--- config.mk ---
export PLATFORM = sky130hd
export DESIGN_NAME = double_ended_queue_top
export DESIGN_NICKNAME = d
export VERILOG_FILES = /design/src/hw/rtl/deq_pkg.sv /design/src/hw/rtl/double_ended_queue_top.sv /design/src/hw/rtl/deq_cell.sv /design/src/hw/rtl/deq_chain.sv
export SDC_FILE = /design/constraint.sdc
export NUM_CORES = 1
export LEC_CHECK = 0
export ABC_AREA = 0
export ABC_CLOCK_PERIOD_IN_PS = 5200
export BUFFER_PORTS_ARGS = -buffer_cell sky130_fd_sc_hd__clkbuf_2
export CAP_MARGIN = 20
export CORE_MARGIN = 3
export CORE_UTILIZATION = 45
export DETAILED_ROUTE_END_ITERATION = 10
export GPL_TIMING_DRIVEN = 0
export MAX_ROUTING_LAYER = met4
export SKIP_CTS_REPAIR_TIMING = 1
export SYNTH_ARGS = -nofsm -noshare
export SYNTH_HDL_FRONTEND = slang
export SYNTH_SLANG_ARGS = --single-unit
--- constraint.sdc ---
create_clock -name clk -period 5.2 [get_ports clk]
set_input_delay 0.78 -clock clk [delete_from_list [all_inputs] [get_ports clk]]
set_output_delay 0.78 -clock clk [all_outputs]
set_load 0.05 [all_outputs]
--- src/hw/rtl/deq_pkg.sv ---
// Shared types and constants for the double-ended queue.
// Request codes, result status codes and the command word broadcast to every storage cell.
// No dependencies.
package deq_pkg;

  localparam int unsigned DATA_W = 32;

  // Request codes carried on the input tuser
  typedef enum logic [1:0] {
    REQ_PUSH_BACK  = 2'd0,
    REQ_PUSH_FRONT = 2'd1,
    REQ_POP_FRONT  = 2'd2,
    REQ_POP_BACK   = 2'd3
  } req_t;

  // Result status codes
  typedef enum logic [1:0] {
    ST_DONE  = 2'd0,
    ST_FULL  = 2'd1,
    ST_EMPTY = 2'd2
  } status_t;

  // What every cell of a chain does this cycle
  typedef enum logic [1:0] {
    CELL_HOLD       = 2'd0,
    CELL_SHIFT_UP   = 2'd1,  // take the lower neighbor's value
    CELL_SHIFT_DOWN = 2'd2,  // take the upper neighbor's value
    CELL_LOAD       = 2'd3   // cell whose index equals the count loads the value
  } cell_op_t;

  typedef struct packed {
    cell_op_t            op;
    logic [DATA_W-1:0]   value;
  } cell_cmd_t;

endpackage

--- src/hw/rtl/double_ended_queue_top.sv ---
// Double-ended queue of DEPTH signed 32-bit values built from two rows of shifting cells.
// Depends on deq_pkg and deq_chain.

// One request is taken per cycle while results are taken; its result appears on the
// next cycle and sits in an output register until taken, while the next request may be
// accepted in that same cycle. Every request gives one result: a status, the front and
// back values after the step (zero when empty), and empty and full flags. A push into a
// full deque or a pop from an empty one leaves the contents unchanged and is flagged in
// the status. Storage is two rows of DEPTH cells: one row keeps the front value in its
// first cell, the other keeps the back value there, so both ends are read straight from
// a cell and every update is a shift of the row or a load into the cell at the count.
module double_ended_queue_top #(
  parameter int unsigned DEPTH = 16
) (
  input  logic        clk,
  input  logic        rst,
  input  logic        s_tvalid,
  output logic        s_tready,
  input  logic [31:0] s_tdata,   // [31:0] push_value
  input  logic [1:0]  s_tuser,   // [1:0] req_type
  output logic        m_tvalid,
  input  logic        m_tready,
  output logic [71:0] m_tdata    // [1:0] status, [33:2] front_value, [65:34] back_value,
                                 // [66] empty flag, [67] full flag, [71:68] zero
);

  localparam int unsigned CNT_W = $clog2(DEPTH + 1);

  deq_pkg::req_t       req;
  deq_pkg::cell_cmd_t  front_cmd;
  deq_pkg::cell_cmd_t  back_cmd;
  deq_pkg::status_t    status_q;
  deq_pkg::status_t    status_next;

  logic [CNT_W-1:0]            count;
  logic [CNT_W-1:0]            count_next;
  logic                        accept;
  logic                        is_push;
  logic                        ok;
  logic                        empty_q;
  logic                        full_q;
  logic [deq_pkg::DATA_W-1:0]  front_head;
  logic [deq_pkg::DATA_W-1:0]  back_head;

  // Handshake: the output register frees up when its result is taken
  assign s_tready = !m_tvalid || m_tready;
  assign accept   = s_tvalid && s_tready;
  assign req      = deq_pkg::req_t'(s_tuser);
  assign is_push  = (req == deq_pkg::REQ_PUSH_BACK) || (req == deq_pkg::REQ_PUSH_FRONT);
  assign ok       = is_push ? (count != CNT_W'(DEPTH)) : (count != '0);

  // Commands for both rows and the new count
  always_comb begin
    front_cmd.value = s_tdata;
    back_cmd.value  = s_tdata;
    front_cmd.op    = deq_pkg::CELL_HOLD;
    back_cmd.op     = deq_pkg::CELL_HOLD;
    count_next      = count;
    if (accept && ok) begin
      unique case (req)
        deq_pkg::REQ_PUSH_BACK: begin
          front_cmd.op = deq_pkg::CELL_LOAD;
          back_cmd.op  = deq_pkg::CELL_SHIFT_UP;
          count_next   = count + 1'b1;
        end
        deq_pkg::REQ_PUSH_FRONT: begin
          front_cmd.op = deq_pkg::CELL_SHIFT_UP;
          back_cmd.op  = deq_pkg::CELL_LOAD;
          count_next   = count + 1'b1;
        end
        deq_pkg::REQ_POP_FRONT: begin
          front_cmd.op = deq_pkg::CELL_SHIFT_DOWN;
          count_next   = count - 1'b1;
        end
        deq_pkg::REQ_POP_BACK: begin
          back_cmd.op  = deq_pkg::CELL_SHIFT_DOWN;
          count_next   = count - 1'b1;
        end
        default: count_next = count;
      endcase
    end
  end

  // Status of this request
  always_comb begin
    if (ok) begin
      status_next = deq_pkg::ST_DONE;
    end else if (is_push) begin
      status_next = deq_pkg::ST_FULL;
    end else begin
      status_next = deq_pkg::ST_EMPTY;
    end
  end

  deq_chain #(
    .DEPTH (DEPTH),
    .CNT_W (CNT_W)
  ) u_front_chain (
    .clk   (clk),
    .cmd   (front_cmd),
    .count (count),
    .head  (front_head)
  );

  deq_chain #(
    .DEPTH (DEPTH),
    .CNT_W (CNT_W)
  ) u_back_chain (
    .clk   (clk),
    .cmd   (back_cmd),
    .count (count),
    .head  (back_head)
  );

  // Control state
  always_ff @(posedge clk) begin
    if (rst) begin
      count    <= '0;
      m_tvalid <= 1'b0;
    end else begin
      count <= count_next;
      if (accept) begin
        m_tvalid <= 1'b1;
      end else if (m_tready) begin
        m_tvalid <= 1'b0;
      end
    end
  end

  // Result flags; the cells hold still while a result waits
  always_ff @(posedge clk) begin
    if (accept) begin
      status_q <= status_next;
      empty_q  <= (count_next == '0);
      full_q   <= (count_next == CNT_W'(DEPTH));
    end
  end

  assign m_tdata = {4'b0000, full_q, empty_q,
                    (empty_q ? '0 : back_head),
                    (empty_q ? '0 : front_head),
                    status_q};

  // Checks
  a_count_bound: assert property (@(posedge clk) disable iff (rst)
    count <= CNT_W'(DEPTH))
    else $error("deque count above depth");

  a_full_reject: assert property (@(posedge clk) disable iff (rst)
    accept && is_push && (count == CNT_W'(DEPTH))
      |=> m_tvalid && (status_q == deq_pkg::ST_FULL) && full_q && $stable(count))
    else $error("push into full deque not rejected");

  a_push_nonempty: assert property (@(posedge clk) disable iff (rst)
    accept && is_push && (count != CNT_W'(DEPTH))
      |=> !empty_q && (count == $past(count) + 1'b1))
    else $error("accepted push did not grow the deque");

endmodule

--- src/hw/rtl/deq_cell.sv ---
// One storage cell of a deque chain: holds one value and trades it with its neighbors.
// Depends on deq_pkg for the command word.
module deq_cell #(
  parameter int unsigned IDX   = 0,
  parameter int unsigned CNT_W = 5
) (
  input  logic                         clk,
  input  deq_pkg::cell_cmd_t           cmd,
  input  logic [CNT_W-1:0]             count,
  input  logic [deq_pkg::DATA_W-1:0]   lower_data,
  input  logic [deq_pkg::DATA_W-1:0]   upper_data,
  output logic [deq_pkg::DATA_W-1:0]   data
);

  logic [deq_pkg::DATA_W-1:0] data_next;

  // Local decision from the broadcast command
  always_comb begin
    data_next = data;
    unique case (cmd.op)
      deq_pkg::CELL_HOLD:       data_next = data;
      deq_pkg::CELL_SHIFT_UP:   data_next = lower_data;
      deq_pkg::CELL_SHIFT_DOWN: data_next = upper_data;
      deq_pkg::CELL_LOAD: begin
        if (count == CNT_W'(IDX)) data_next = cmd.value;
      end
      default:                  data_next = data;
    endcase
  end

  // Payload only, no reset
  always_ff @(posedge clk) begin
    data <= data_next;
  end

endmodule

--- src/hw/rtl/deq_chain.sv ---
// Row of DEPTH deque cells; cell 0 holds the value at one end of the deque.
// Depends on deq_pkg and deq_cell.
module deq_chain #(
  parameter int unsigned DEPTH = 16,
  parameter int unsigned CNT_W = 5
) (
  input  logic                         clk,
  input  deq_pkg::cell_cmd_t           cmd,
  input  logic [CNT_W-1:0]             count,
  output logic [deq_pkg::DATA_W-1:0]   head
);

  logic [deq_pkg::DATA_W-1:0] cell_data [DEPTH];

  genvar i;
  generate
    for (i = 0; i < DEPTH; i++) begin : g_cell
      logic [deq_pkg::DATA_W-1:0] lower_in;
      logic [deq_pkg::DATA_W-1:0] upper_in;

      // Ends of the row: new value enters at cell 0, last cell keeps its own value
      if (i == 0) begin : g_first
        assign lower_in = cmd.value;
      end else begin : g_mid_lo
        assign lower_in = cell_data[i-1];
      end
      if (i == DEPTH - 1) begin : g_last
        assign upper_in = cell_data[i];
      end else begin : g_mid_hi
        assign upper_in = cell_data[i+1];
      end

      deq_cell #(
        .IDX   (i),
        .CNT_W (CNT_W)
      ) u_cell (
        .clk        (clk),
        .cmd        (cmd),
        .count      (count),
        .lower_data (lower_in),
        .upper_data (upper_in),
        .data       (cell_data[i])
      );
    end
  endgenerate

  assign head = cell_data[0];

endmodule

# Yosys cells after proc, flatten, opt, wreduce, memory -nomap -nowiden
# Index checks and enable logic that the tools add are counted.
totals:
  regBits: 1034
  latch_bits: 0
  mem_bits_rw: 0
  romBits: 0
  in_bits: 38
  elab_cells: 209
  mem_count: 0
classes:
  addsub: 2
  mul: 0
  n_div: 0
  magnitude_cmp: 0
  eq_ne: 58
  shift: 0
  n_mux: 60
  bitwise: 4
  n_reduce_logical: 48
ops:
  columns: ["op", "n"]
  rows:
  - ["$pmux W32 S3", 30]
  - ["$mux W32", 18]
  - ["$pmux W32 S2", 2]
  - ["$reduce_and A2 Y1", 32]
  - ["$eq A5 B4 Y1 const B", 8]
  - ["$ne A2 B1 Y1 const B", 16]
  - ["$ne A2 B2 Y1 const B", 16]
  - ["$eq A5 B3 Y1 const B", 4]
  - ["$eq A2 B2 Y1 const B", 6]
  - ["$pmux W2 S3", 2]
  - ["$eq A5 B2 Y1 const B", 2]
  - ["$logic_not A5 Y1", 2]
  - ["$pmux W5 S2", 1]
  - ["$reduce_or A2 Y1", 4]
  - ["$eq A2 B1 Y1 const B", 3]
  - ["$logic_not A2 Y1", 3]
  - ["$mux W2", 3]
  - ["$add A5 B1 Y5 const B", 1]
  - ["$eq A5 B1 Y1 const B", 1]
  - ["$eq A5 B5 Y1 const B", 1]
  - ["$mux W5", 1]
  - ["$ne A5 B5 Y1 const B", 1]
  - ["$reduce_bool A5 Y1", 1]
  - ["$sub A5 B1 Y5 const B", 1]
  - ["6 further kinds", 13]

# Logic depth before layout (Yosys ltp)
# Gate-level depths: netlist of run 1.
depth:
  ltp_word: 9
  depth_mapped: 10

# Modules after synthesis
# Synthesis of run 1 repeated with hierarchy kept, for this count alone.
unflattened:
  hier_cells: 4713
  area_unflattened_um2: 55474.5
modules_own_cells:
  columns: ["module", "n_inst", "cells_each", "area_each_um2", "seq_area_each_um2"]
  rows:
  - ["deq_cell at u_back_chain.g_cell[10].u_cell ...", 10, 143, 1702.9, 960.9]
  - ["deq_cell at u_back_chain.g_cell[11].u_cell ...", 8, 143, 1700.4, 960.9]
  - ["deq_cell at u_back_chain.g_cell[1].u_cell ...", 4, 143, 1705.4, 960.9]
  - ["deq_cell at u_back_chain.g_cell[4].u_cell ...", 4, 142, 1700.4, 960.9]
  - ["deq_cell at u_back_chain.g_cell[3].u_cell ...", 2, 143, 1696.6, 960.9]
  - ["deq_cell at u_back_chain.g_cell[15].u_cell ...", 2, 143, 1692.9, 960.9]
  - ["deq_cell at u_back_chain.g_cell[0].u_cell ...", 2, 142, 1681.6, 960.9]
  - ["double_ended_queue_top", 1, 143, 1077.3, 240.2]

# Worst setup path after synthesis of run 1
# No wires, ideal clock.
synth_path:
  kind: "input -> register"
  startpoint: "in m_tready"
  endpoint: "reg u_back_chain.g_cell[0].u_cell.data[0] in the netlist's numbering (enable)"
  setup_time_ps: 432
  t_arrival_ps: 3628
  path_slack_ps: 1140
  stages: 7
  path_cell_list: "nor2b_1 inv_1 o211ai_2 buf_2 a21o_1 buf_2 a21oi_1"
synth_between:
  elab_chain_len: 7
  word_cells_on_any_way: 9
  classes_between: "2 x eq/ne; 1 x mux; 1 x bitwise; 5 x reduce/logical"
synth_rtl:
  columns: ["element", "line_no", "rtl"]
  rows:
  - ["start: declaration", "double_ended_queue_top.sv:22", "input logic m_tready,"]
  - ["$logic_or A1 B1 Y1 *", "double_ended_queue_top.sv:46", "assign s_tready = !m_tvalid || m_tready;"]
  - ["via s_tready", "double_ended_queue_top.sv:18", "output logic s_tready,"]
  - ["$logic_and A1 B1 Y1 *", "double_ended_queue_top.sv:47", "assign accept = s_tvalid && s_tready;"]
  - ["$logic_and A1 B1 Y1 *", "double_ended_queue_top.sv:59", "if (accept && ok) begin"]
  - ["$mux W2 *", "double_ended_queue_top.sv:59", null]
  - ["$eq A2 B2 Y1 or $logic_not A2 Y1 (tied branches)", "deq_cell.sv:20", "unique case (cmd.op)"]
  - ["$ne A2 B2 Y1 (no line) or $not A1 Y1 (tied branches)", null, null]
  - ["$reduce_and A2 Y1 (no line) *", null, null]
  - ["end signal: assignment", "deq_cell.sv:33", "data <= data_next;"]
  - ["end: declaration", "deq_cell.sv:12", "output logic [deq_pkg::DATA_W-1:0] data"]
# The timed path passes the listed nets; every way through them passes the cells marked *.
# A chain may end at the register's enable or synchronous reset.

# Worst setup path in the final report of run 1
layout_path:
  startpoint: "reg count[1]"
  endpoint: "reg u_front_chain.g_cell[11].u_cell.data[29] in the netlist's numbering (enable)"
layout_between:
  elab_chain_len: 7
  word_cells_on_any_way: 11
  classes_between: "4 x eq/ne; 2 x mux; 1 x bitwise; 4 x reduce/logical"
layout_rtl:
  columns: ["element", "line_no", "rtl"]
  rows:
  - ["start: declaration", "double_ended_queue_top.sv:35", "logic [CNT_W-1:0] count;"]
  - ["start signal: assignment", "double_ended_queue_top.sv:121", "count <= count_next;"]
  - ["$ne A5 B5 Y1 or $reduce_bool A5 Y1 (tied branches)", "double_ended_queue_top.sv:50", "assign ok = is_push ? (count != CNT_W'(DEPTH)) : (count != '0);"]
  - ["$mux W1", "double_ended_queue_top.sv:50", null]
  - ["$logic_and A1 B1 Y1", "double_ended_queue_top.sv:59", null]
  - ["$mux W2", "double_ended_queue_top.sv:59", null]
  - ["$eq A2 B2 Y1 or $logic_not A2 Y1 (tied branches)", "deq_cell.sv:20", null]
  - ["$ne A2 B1 Y1 (no line) or $not A1 Y1 (tied branches)", null, null]
  - ["$reduce_and A2 Y1 (no line) *", null, null]
  - ["end signal: assignment", "deq_cell.sv:33", null]
  - ["end: declaration", "deq_cell.sv:12", null]
# Every way passes the cells marked *; elsewhere a longest branch is shown, timed or not.

==> flow_summary.yaml, run 1 <==
cts:
  cts_root_buf: "clkbuf_16"
  cts_buffers: 113
  clock_latency_ns: 0.72
  cts_tree: "built"
  cts_buffer_depth: 3
  htree_levels: 3
  cts.reportedPaths.clkPinSlew_ns: 0.06
  clock_sinks: 1034
synthesis:
  ys_seq_elements: 1034
  yosys.cell_types.count: 46
  synth_top_cell_by_area: "edfxtp_1"
  avgSynthCellArea_um2: 10.7
  yosysWarnings: 0
  seq_area_frac_synth_pct: 64.1
  syn_area_mm2: 0.0484
  synth_top_area_share_pct: 63.8
  synthCells: 4501
  synth_area_leaders: "edfxtp_1 64%, a21oi_1 14%, o21ai_0 4.6%"
setup_path:
  cp_max_fo: 24
  worstPathArrival_ns: 4.45
  ff2ff_setup_slack_ns: 1.19
  r2r_end: "u_front_chain.g_cell[11].u_cell.data[29]"
  cp_slowest_cell: "nor3_2"
  startpoint_type: "register"
  cp_cell_sequence: "inv_1, ha_1, or3b_1, buf_2, o211ai_2, nor3_2, buf_4, buf_6, buf_2, a21oi_4, buf_12"
  worstSetupPathType: "reg -> reg"
  crit_top_cell: "buf_2"
  critPathMaxStageDelay_ns: 0.76
  ff2ff_path_depth: 11
  cp-end-kind: "register"
  r2r-start: "count[1]"
  required_ns: 5.64
route:
  via_per_inst: 6.07
  drtIter0Drc: 5553
  dr.pass1.iters: 8
  wirelength_um: 169000
  ant_nets: 0
  routedWlPerCell_um: 27.0
  drc: 0
  via_count: 37900
floorplanning:
  die-area_mm2: 0.111
  rows: 119
  initial_core_util_pct: 45.6
  die_h_um: 334
  ios: 112
  core_area_mm2: 0.106
  fp.dieW_um: 334
power_and_ir_drop:
  p_total_uw: 23600
  power_density_mw_per_mm2: 428
  p_leak_uw: 0.0191
  ir_worst_vdd_v: 0.000296
timing:
  tightest_slew_ns: 1.20
  slew_headroom_pct: 20.2
  setup_ws_ns: 1.19
  fin_skew_ns: 0.0252
  fin_crit_sh_pct: 77.1
  drv_slew: 0
  timing.hold.ws_ns: 0.334
  finalSetupViolCount: 0
  period_needed_ns: 4.01
  hold_viol_final: 0
  rsz0062_at_grt: "false"
  fmax_mhz: 249
global_route:
  met3_usage_pct: 5.01
  grt_pass1_vias: 36500
  grt_max_degree: 33
  use_met2_pct: 47.3
  met1_usage_pct: 41.2
  grt-ovfl-total: 0
  antenna_found_initial: 14
  busiest_layer: "met2"
  grt_usage_pct: 30.5
  grt_pass1_wl_um: 245000
finish:
  num-fill-cells: 9658
  drive_above_1_share_pct: 12.9
  syn_to_final_growth_pct: 14.1
  stdcell_count: 6252
  fin_nets: 4802
placement:
  hpwlAfterDp_um: 129000
  globalplace.congestion: 0.969
  dp_slack_ns: 0.977
  place_inst: 6033
  port-buffer-count: 106
run_status:
  status: "finished clean"
min_path:
  min_path_cells: 2
  hold_path.class: "in -> reg"
  min-delay-start: "rst"
  hold_end: "count[3]"
flow_run:
  drv_cap: 0
-- area by class of cell --
cell class | count | area [um^2] | share of cell area (%)
Inverter | 6 | 22.5 | 0.0408
Tap cell | 1391 | 1740 | 3.15
Clock buffer | 137 | 2940 | 5.33
Timing Repair Buffer | 139 | 1180 | 2.13
Buffer | 437 | 2250 | 4.08
Antenna cell | 6 | 15.0 | 0.0272
Multi-Input combinational cell | 3027 | 15400 | 28.0
Clock inverter | 75 | 591 | 1.07
Sequential cell | 1034 | 31000 | 56.2
-- placed cells by master, fill, tap and decap left out, types with 4 or more instances in the layout --
cell type	n
bufinv_16	8
a21oi_1	1348
nand2_1	460
nor2_1	455
nand3_1	4
o21ai_0	449
clkbuf_2	106
nor3_1	4
mux2_2	119
diode_2	6
a21oi_4	30
clkbuf_1	284
buf_6	53
ha_1	6
nor2b_1	103
inv_6	4
buf_12	30
clkinv_2	24
mux2_1	9
inv_1	6
buf_2	97
edfxtp_1	1028
clkinv_1	33
clkbuf_16	114
buf_4	25
dfxtp_1	6
conb_1	4
-- per-stage QoR --
stage	TNS [ns]	instance area [um^2]	utilization (%)
floorplan	0	48400	-
global placement	-435.66	50600	47.8
detailed placement	0	51600	48.7
CTS	0	55100	52.0
global route	0	55200	52.0
finish	0	55200	52.0
-- where the power goes --
part	leakage, uW	switching, uW	internal [uW]
Combinational	0.00778	3170	1310
Clock	0.00173	3460	4400
Sequential	0.00963	573	10700
-- flip-flops by register name, summed over array words and instances (netlist names) --
signal	count
u_front_chain.g_cell.u_cell.data	512
m_tvalid	1
u_back_chain.g_cell.u_cell.data	512
status_q	2
count	5
empty_q	1
full_q	1
-- cells by family after synthesis --
logic type | Yosys count | share of synthesized area, %
AO/OA/AOI/OAI | 1840 | 19.2
buffers and inverters | 443 | 4.71
other | 1 | 0.00775
XOR/XNOR | 4 | 0.0880
adder cells (fa/ha/maj) | 6 | 0.155
AND/OR/NAND/NOR | 1043 | 8.77
multiplexers | 130 | 3.02
flip-flops | 1034 | 64.1
-- how the worst max path moves through the flow --
| stage | startpoint | to |
|---|---|---|
| 2_1_floorplan | m_tready | u_back_chain.g_cell[0].u_cell.data[0] |
| 3_3_place_gp | s_tuser[1] | u_back_chain.g_cell[4].u_cell.data[29] |
| 3_5_place_dp | s_tuser[1] | u_front_chain.g_cell[11].u_cell.data[27] |
| 4_1_cts | count[1] | u_front_chain.g_cell[11].u_cell.data[29] |
| 5_1_grt | count[1] | u_front_chain.g_cell[11].u_cell.data[21] |
| 6_report | count[1] | u_front_chain.g_cell[11].u_cell.data[29] |
-- layer usage --
| metal | vias up | wire length, um |
|---|---|---|
| met5 | - | 0 |
| met3 | 284 | 15600 |
| met4 | 0 | 6050 |
| met2 | 2218 | 77800 |
| met1 | 18600 | 69600 |
| li1 | 16900 | - |
-- synth_stat cells, drive strengths merged --
| library cell | n |
|---|---|
| nand3 | 4 |
| or3b | 1 |
| buf | 176 |
| and4 | 1 |
| a31oi | 1 |
| or4 | 1 |
| edfxtp | 1028 |
| a21oi | 1378 |
| nor3b | 2 |
| o2111ai | 2 |
| inv | 6 |
| o211ai | 1 |
| nand2b | 1 |
| mux2i | 2 |
| nor3 | 5 |
| or2 | 2 |
| clkbuf | 261 |
| xor2 | 1 |
| nor2b | 103 |
| o31ai | 1 |
| o21ai | 449 |
| and3 | 2 |
| and3b | 1 |
| a2bb2oi | 1 |
| nor2 | 455 |
| a21bo | 1 |
| ha | 6 |
| o2111a | 1 |
| a211oi | 2 |
| and4b | 1 |
| dfxtp | 6 |
| or3 | 2 |
| conb | 1 |
| xnor2 | 3 |
| nand2 | 461 |
| mux2 | 128 |
| o21a | 1 |
| a21o | 2 |
| nand3b | 1 |
-- critical path: cells and delay by family, from the launching register on --
family / cells / cell delay, ns
AOI/OAI and AO/OA: 2 / 0.41
buffers and inverters: 6 / 1.73
and+or+nand+nor: 2 / 0.91
adders and majority gates: 1 / 0.20
DFF: 1 / 0.45
No activity file was read; power rests on OpenSTA's default activity.
==> run 2, diff against run 1 <==
--- a/config.mk
+++ b/config.mk
@@ -6,7 +6,7 @@
 export NUM_CORES = 1
 export LEC_CHECK = 0
 export ABC_AREA = 0
-export ABC_CLOCK_PERIOD_IN_PS = 5200
+export ABC_CLOCK_PERIOD_IN_PS = 3700
 export BUFFER_PORTS_ARGS = -buffer_cell sky130_fd_sc_hd__clkbuf_2
 export CAP_MARGIN = 20
 export CORE_MARGIN = 3
==> constraint.sdc (replaced) <==
create_clock -name clk -period 3.7 [get_ports clk]
set_input_delay 0.555 -clock clk [delete_from_list [all_inputs] [get_ports clk]]
set_output_delay 0.555 -clock clk [all_outputs]
set_load 0.05 [all_outputs]
==> run 2 against run 1 <==
  * Power rose by 41%
  * Setup slack got worse by 1.0 ns
  * Routed wire length barely moved
  * Critical endpoint is now u_front_chain.g_cell[11].u_cell.data[24]
  * Clock-buffer cell count did not move
  * Worst hold slack got worse by 0.23 ns
  * Cell count rose by 0.24%
  * Critical path type unchanged
  * Sequential share of layout area fell by 0.17 points
==> flow_summary.yaml, run 2 (same netlist as run 1, synthesis figures left out) <==
finish:
  seq_area_mm2: 0.0310
  reg_top3: "u_back_chain.g_cell.u_cell.data (512), u_front_chain.g_cell.u_cell.data (512), count (5)"
  final_common_cell: "a21oi_1"
  drive_above_1_share_pct: 13.2
  syn_to_final_growth_pct: 14.4
  stdcell_count: 6267
  mostFrequentLayoutCells: "1348 x a21oi_1, 1028 x edfxtp_1, 460 x nand2_1"
  num-fill-cells: 9650
  multi_input_area_mm2: 0.0155
  fin_nets: 4818
global_route:
  grt-ovfl-total: 0
  grt_pass1_wl_um: 245000
  grt_usage_pct: 30.5
  grt_pass1_vias: 36500
  antenna_found_initial: 14
  grt_max_degree: 33
power_and_ir_drop:
  p_sw_uw: 10100
  clockPowerShare_pct: 33.2
  p_leak_uw: 0.0192
  p_seq_share_pct: 47.7
  switching_share_pct: 30.4
  power_density_mw_per_mm2: 600
  p_int_uw: 23100
  ir_worst_vdd_v: 0.000417
  power_frac_comb_pct: 19.1
timing:
  period_needed_ns: 3.52
  tightest_slew_ns: 1.22
  timing.hold.ws_ns: 0.108
  finalSetupViolCount: 0
  hold_viol_final: 0
  slew_headroom_pct: 18.9
  setup_ws_ns: 0.178
  rsz0062_at_grt: "false"
  drv_slew: 0
  fmax_mhz: 284
  fin_skew_ns: 0.0195
  fin_crit_sh_pct: 95.2
  fin_tns_setup_ns: 0
flow_run:
  drv_cap: 0
setup_path:
  cp-end-kind: "register"
  required_ns: 4.09
  startpoint_type: "register"
  worstPathArrival_ns: 3.92
  cp_max_fo: 24
  worstSetupPathType: "reg -> reg"
route:
  routedWlPerCell_um: 27.0
  wirelength_um: 169000
  via_count: 37800
  via_per_inst: 6.03
  drc: 0
  dr.pass1.iters: 7
  ant_nets: 0
  drtIter0Drc: 5548
min_path:
  hold_path.class: "in -> reg"
floorplanning:
  die_h_um: 334
  core_area_mm2: 0.106
  ios: 112
  die-area_mm2: 0.111
  initial_core_util_pct: 45.6
  rows: 119
  fp.dieW_um: 334
cts:
  cts_buffers: 113
  cts.reportedPaths.clkPinSlew_ns: 0.06
  cts_buffer_depth: 3
  clock_sinks: 1034
  cts_tree: "built"
  clock_latency_ns: 0.71
  htree_levels: 3
  cts_root_buf: "clkbuf_16"
placement:
  place_inst: 6033
  port-buffer-count: 106
  dp_slack_ns: -0.298
  globalplace.congestion: 0.969
  hpwlAfterDp_um: 129000
run_status:
  status: "finished clean"
-- run 2: cell types whose count changed in the layout (fill, tap and decap cells not counted), sizes merged --
cell | previous run | this run
buf | 209 | 224
clkbuf | 504 | 505
diode | 6 | 5
-- run 2: cell type report --
cell class                      instances  share of cell area [%]
Sequential cell                      1034                    56.0
Multi-Input combinational cell       3027                    27.9
Clock buffer                          137                    5.31
Buffer                                437                    4.08
Tap cell                             1391                    3.14
Timing Repair Buffer                  155                    2.41
Clock inverter                         75                    1.07
Inverter                                6                  0.0407
Antenna cell                            5                  0.0226
-- run 2: routing by layer --
metal | global-route usage (%) | share of wire, %
met5 | - | 0
met2 | 47.3 | 46
met4 | 9.85 | 3.4
met1 | 41.2 | 41
met3 | 5.01 | 9.4
-- run 2: power groups by stage --
stage	sequential [uW]	combinational, uW	clock, uW
final	15800	6340	11000
after global routing	16000	6810	11600
after CTS	15800	6170	11100
after detailed placement	16000	6140	0
after global placement	16100	5680	0
after floorplan	15800	3870	0
-- run 2: path summary, 6_finish.rpt --
path | startpoint | to | slack [ns] | cells after the start
max | count[0] | u_front_chain.g_cell[11].u_cell.data[24] | 0.18 | 11
max reg2reg | count[0] | u_front_chain.g_cell[11].u_cell.data[24] | 0.18 | 11
min reg2reg | u_back_chain.g_cell[0].u_cell.data[1] | u_back_chain.g_cell[1].u_cell.data[1] | 0.54 | 2
min | rst | count[3] | 0.11 | 2
-- run 2: metrics by stage --
step | instance area [um^2] | util, % | total power, uW
finish | 55300 | 52.2 | 33200
global route | 55300 | 52.2 | 34400
global placement | 50600 | 47.8 | 21800
CTS | 55100 | 52.0 | 33100
detailed placement | 51600 | 48.7 | 22200
floorplan | 48400 | - | 19700
-- run 2: critical path, stage by stage, from the launching register on --
cell and delay [ns]:
dfxtp_1 0.36, inv_1 0.18, ha_1 0.18, or3b_1 0.33, buf_2 0.17, o211ai_2 0.31
nor3_4 0.12, buf_4 0.24, buf_6 0.22, clkbuf_4 0.29, a21oi_4 0.50, buf_12 0.25
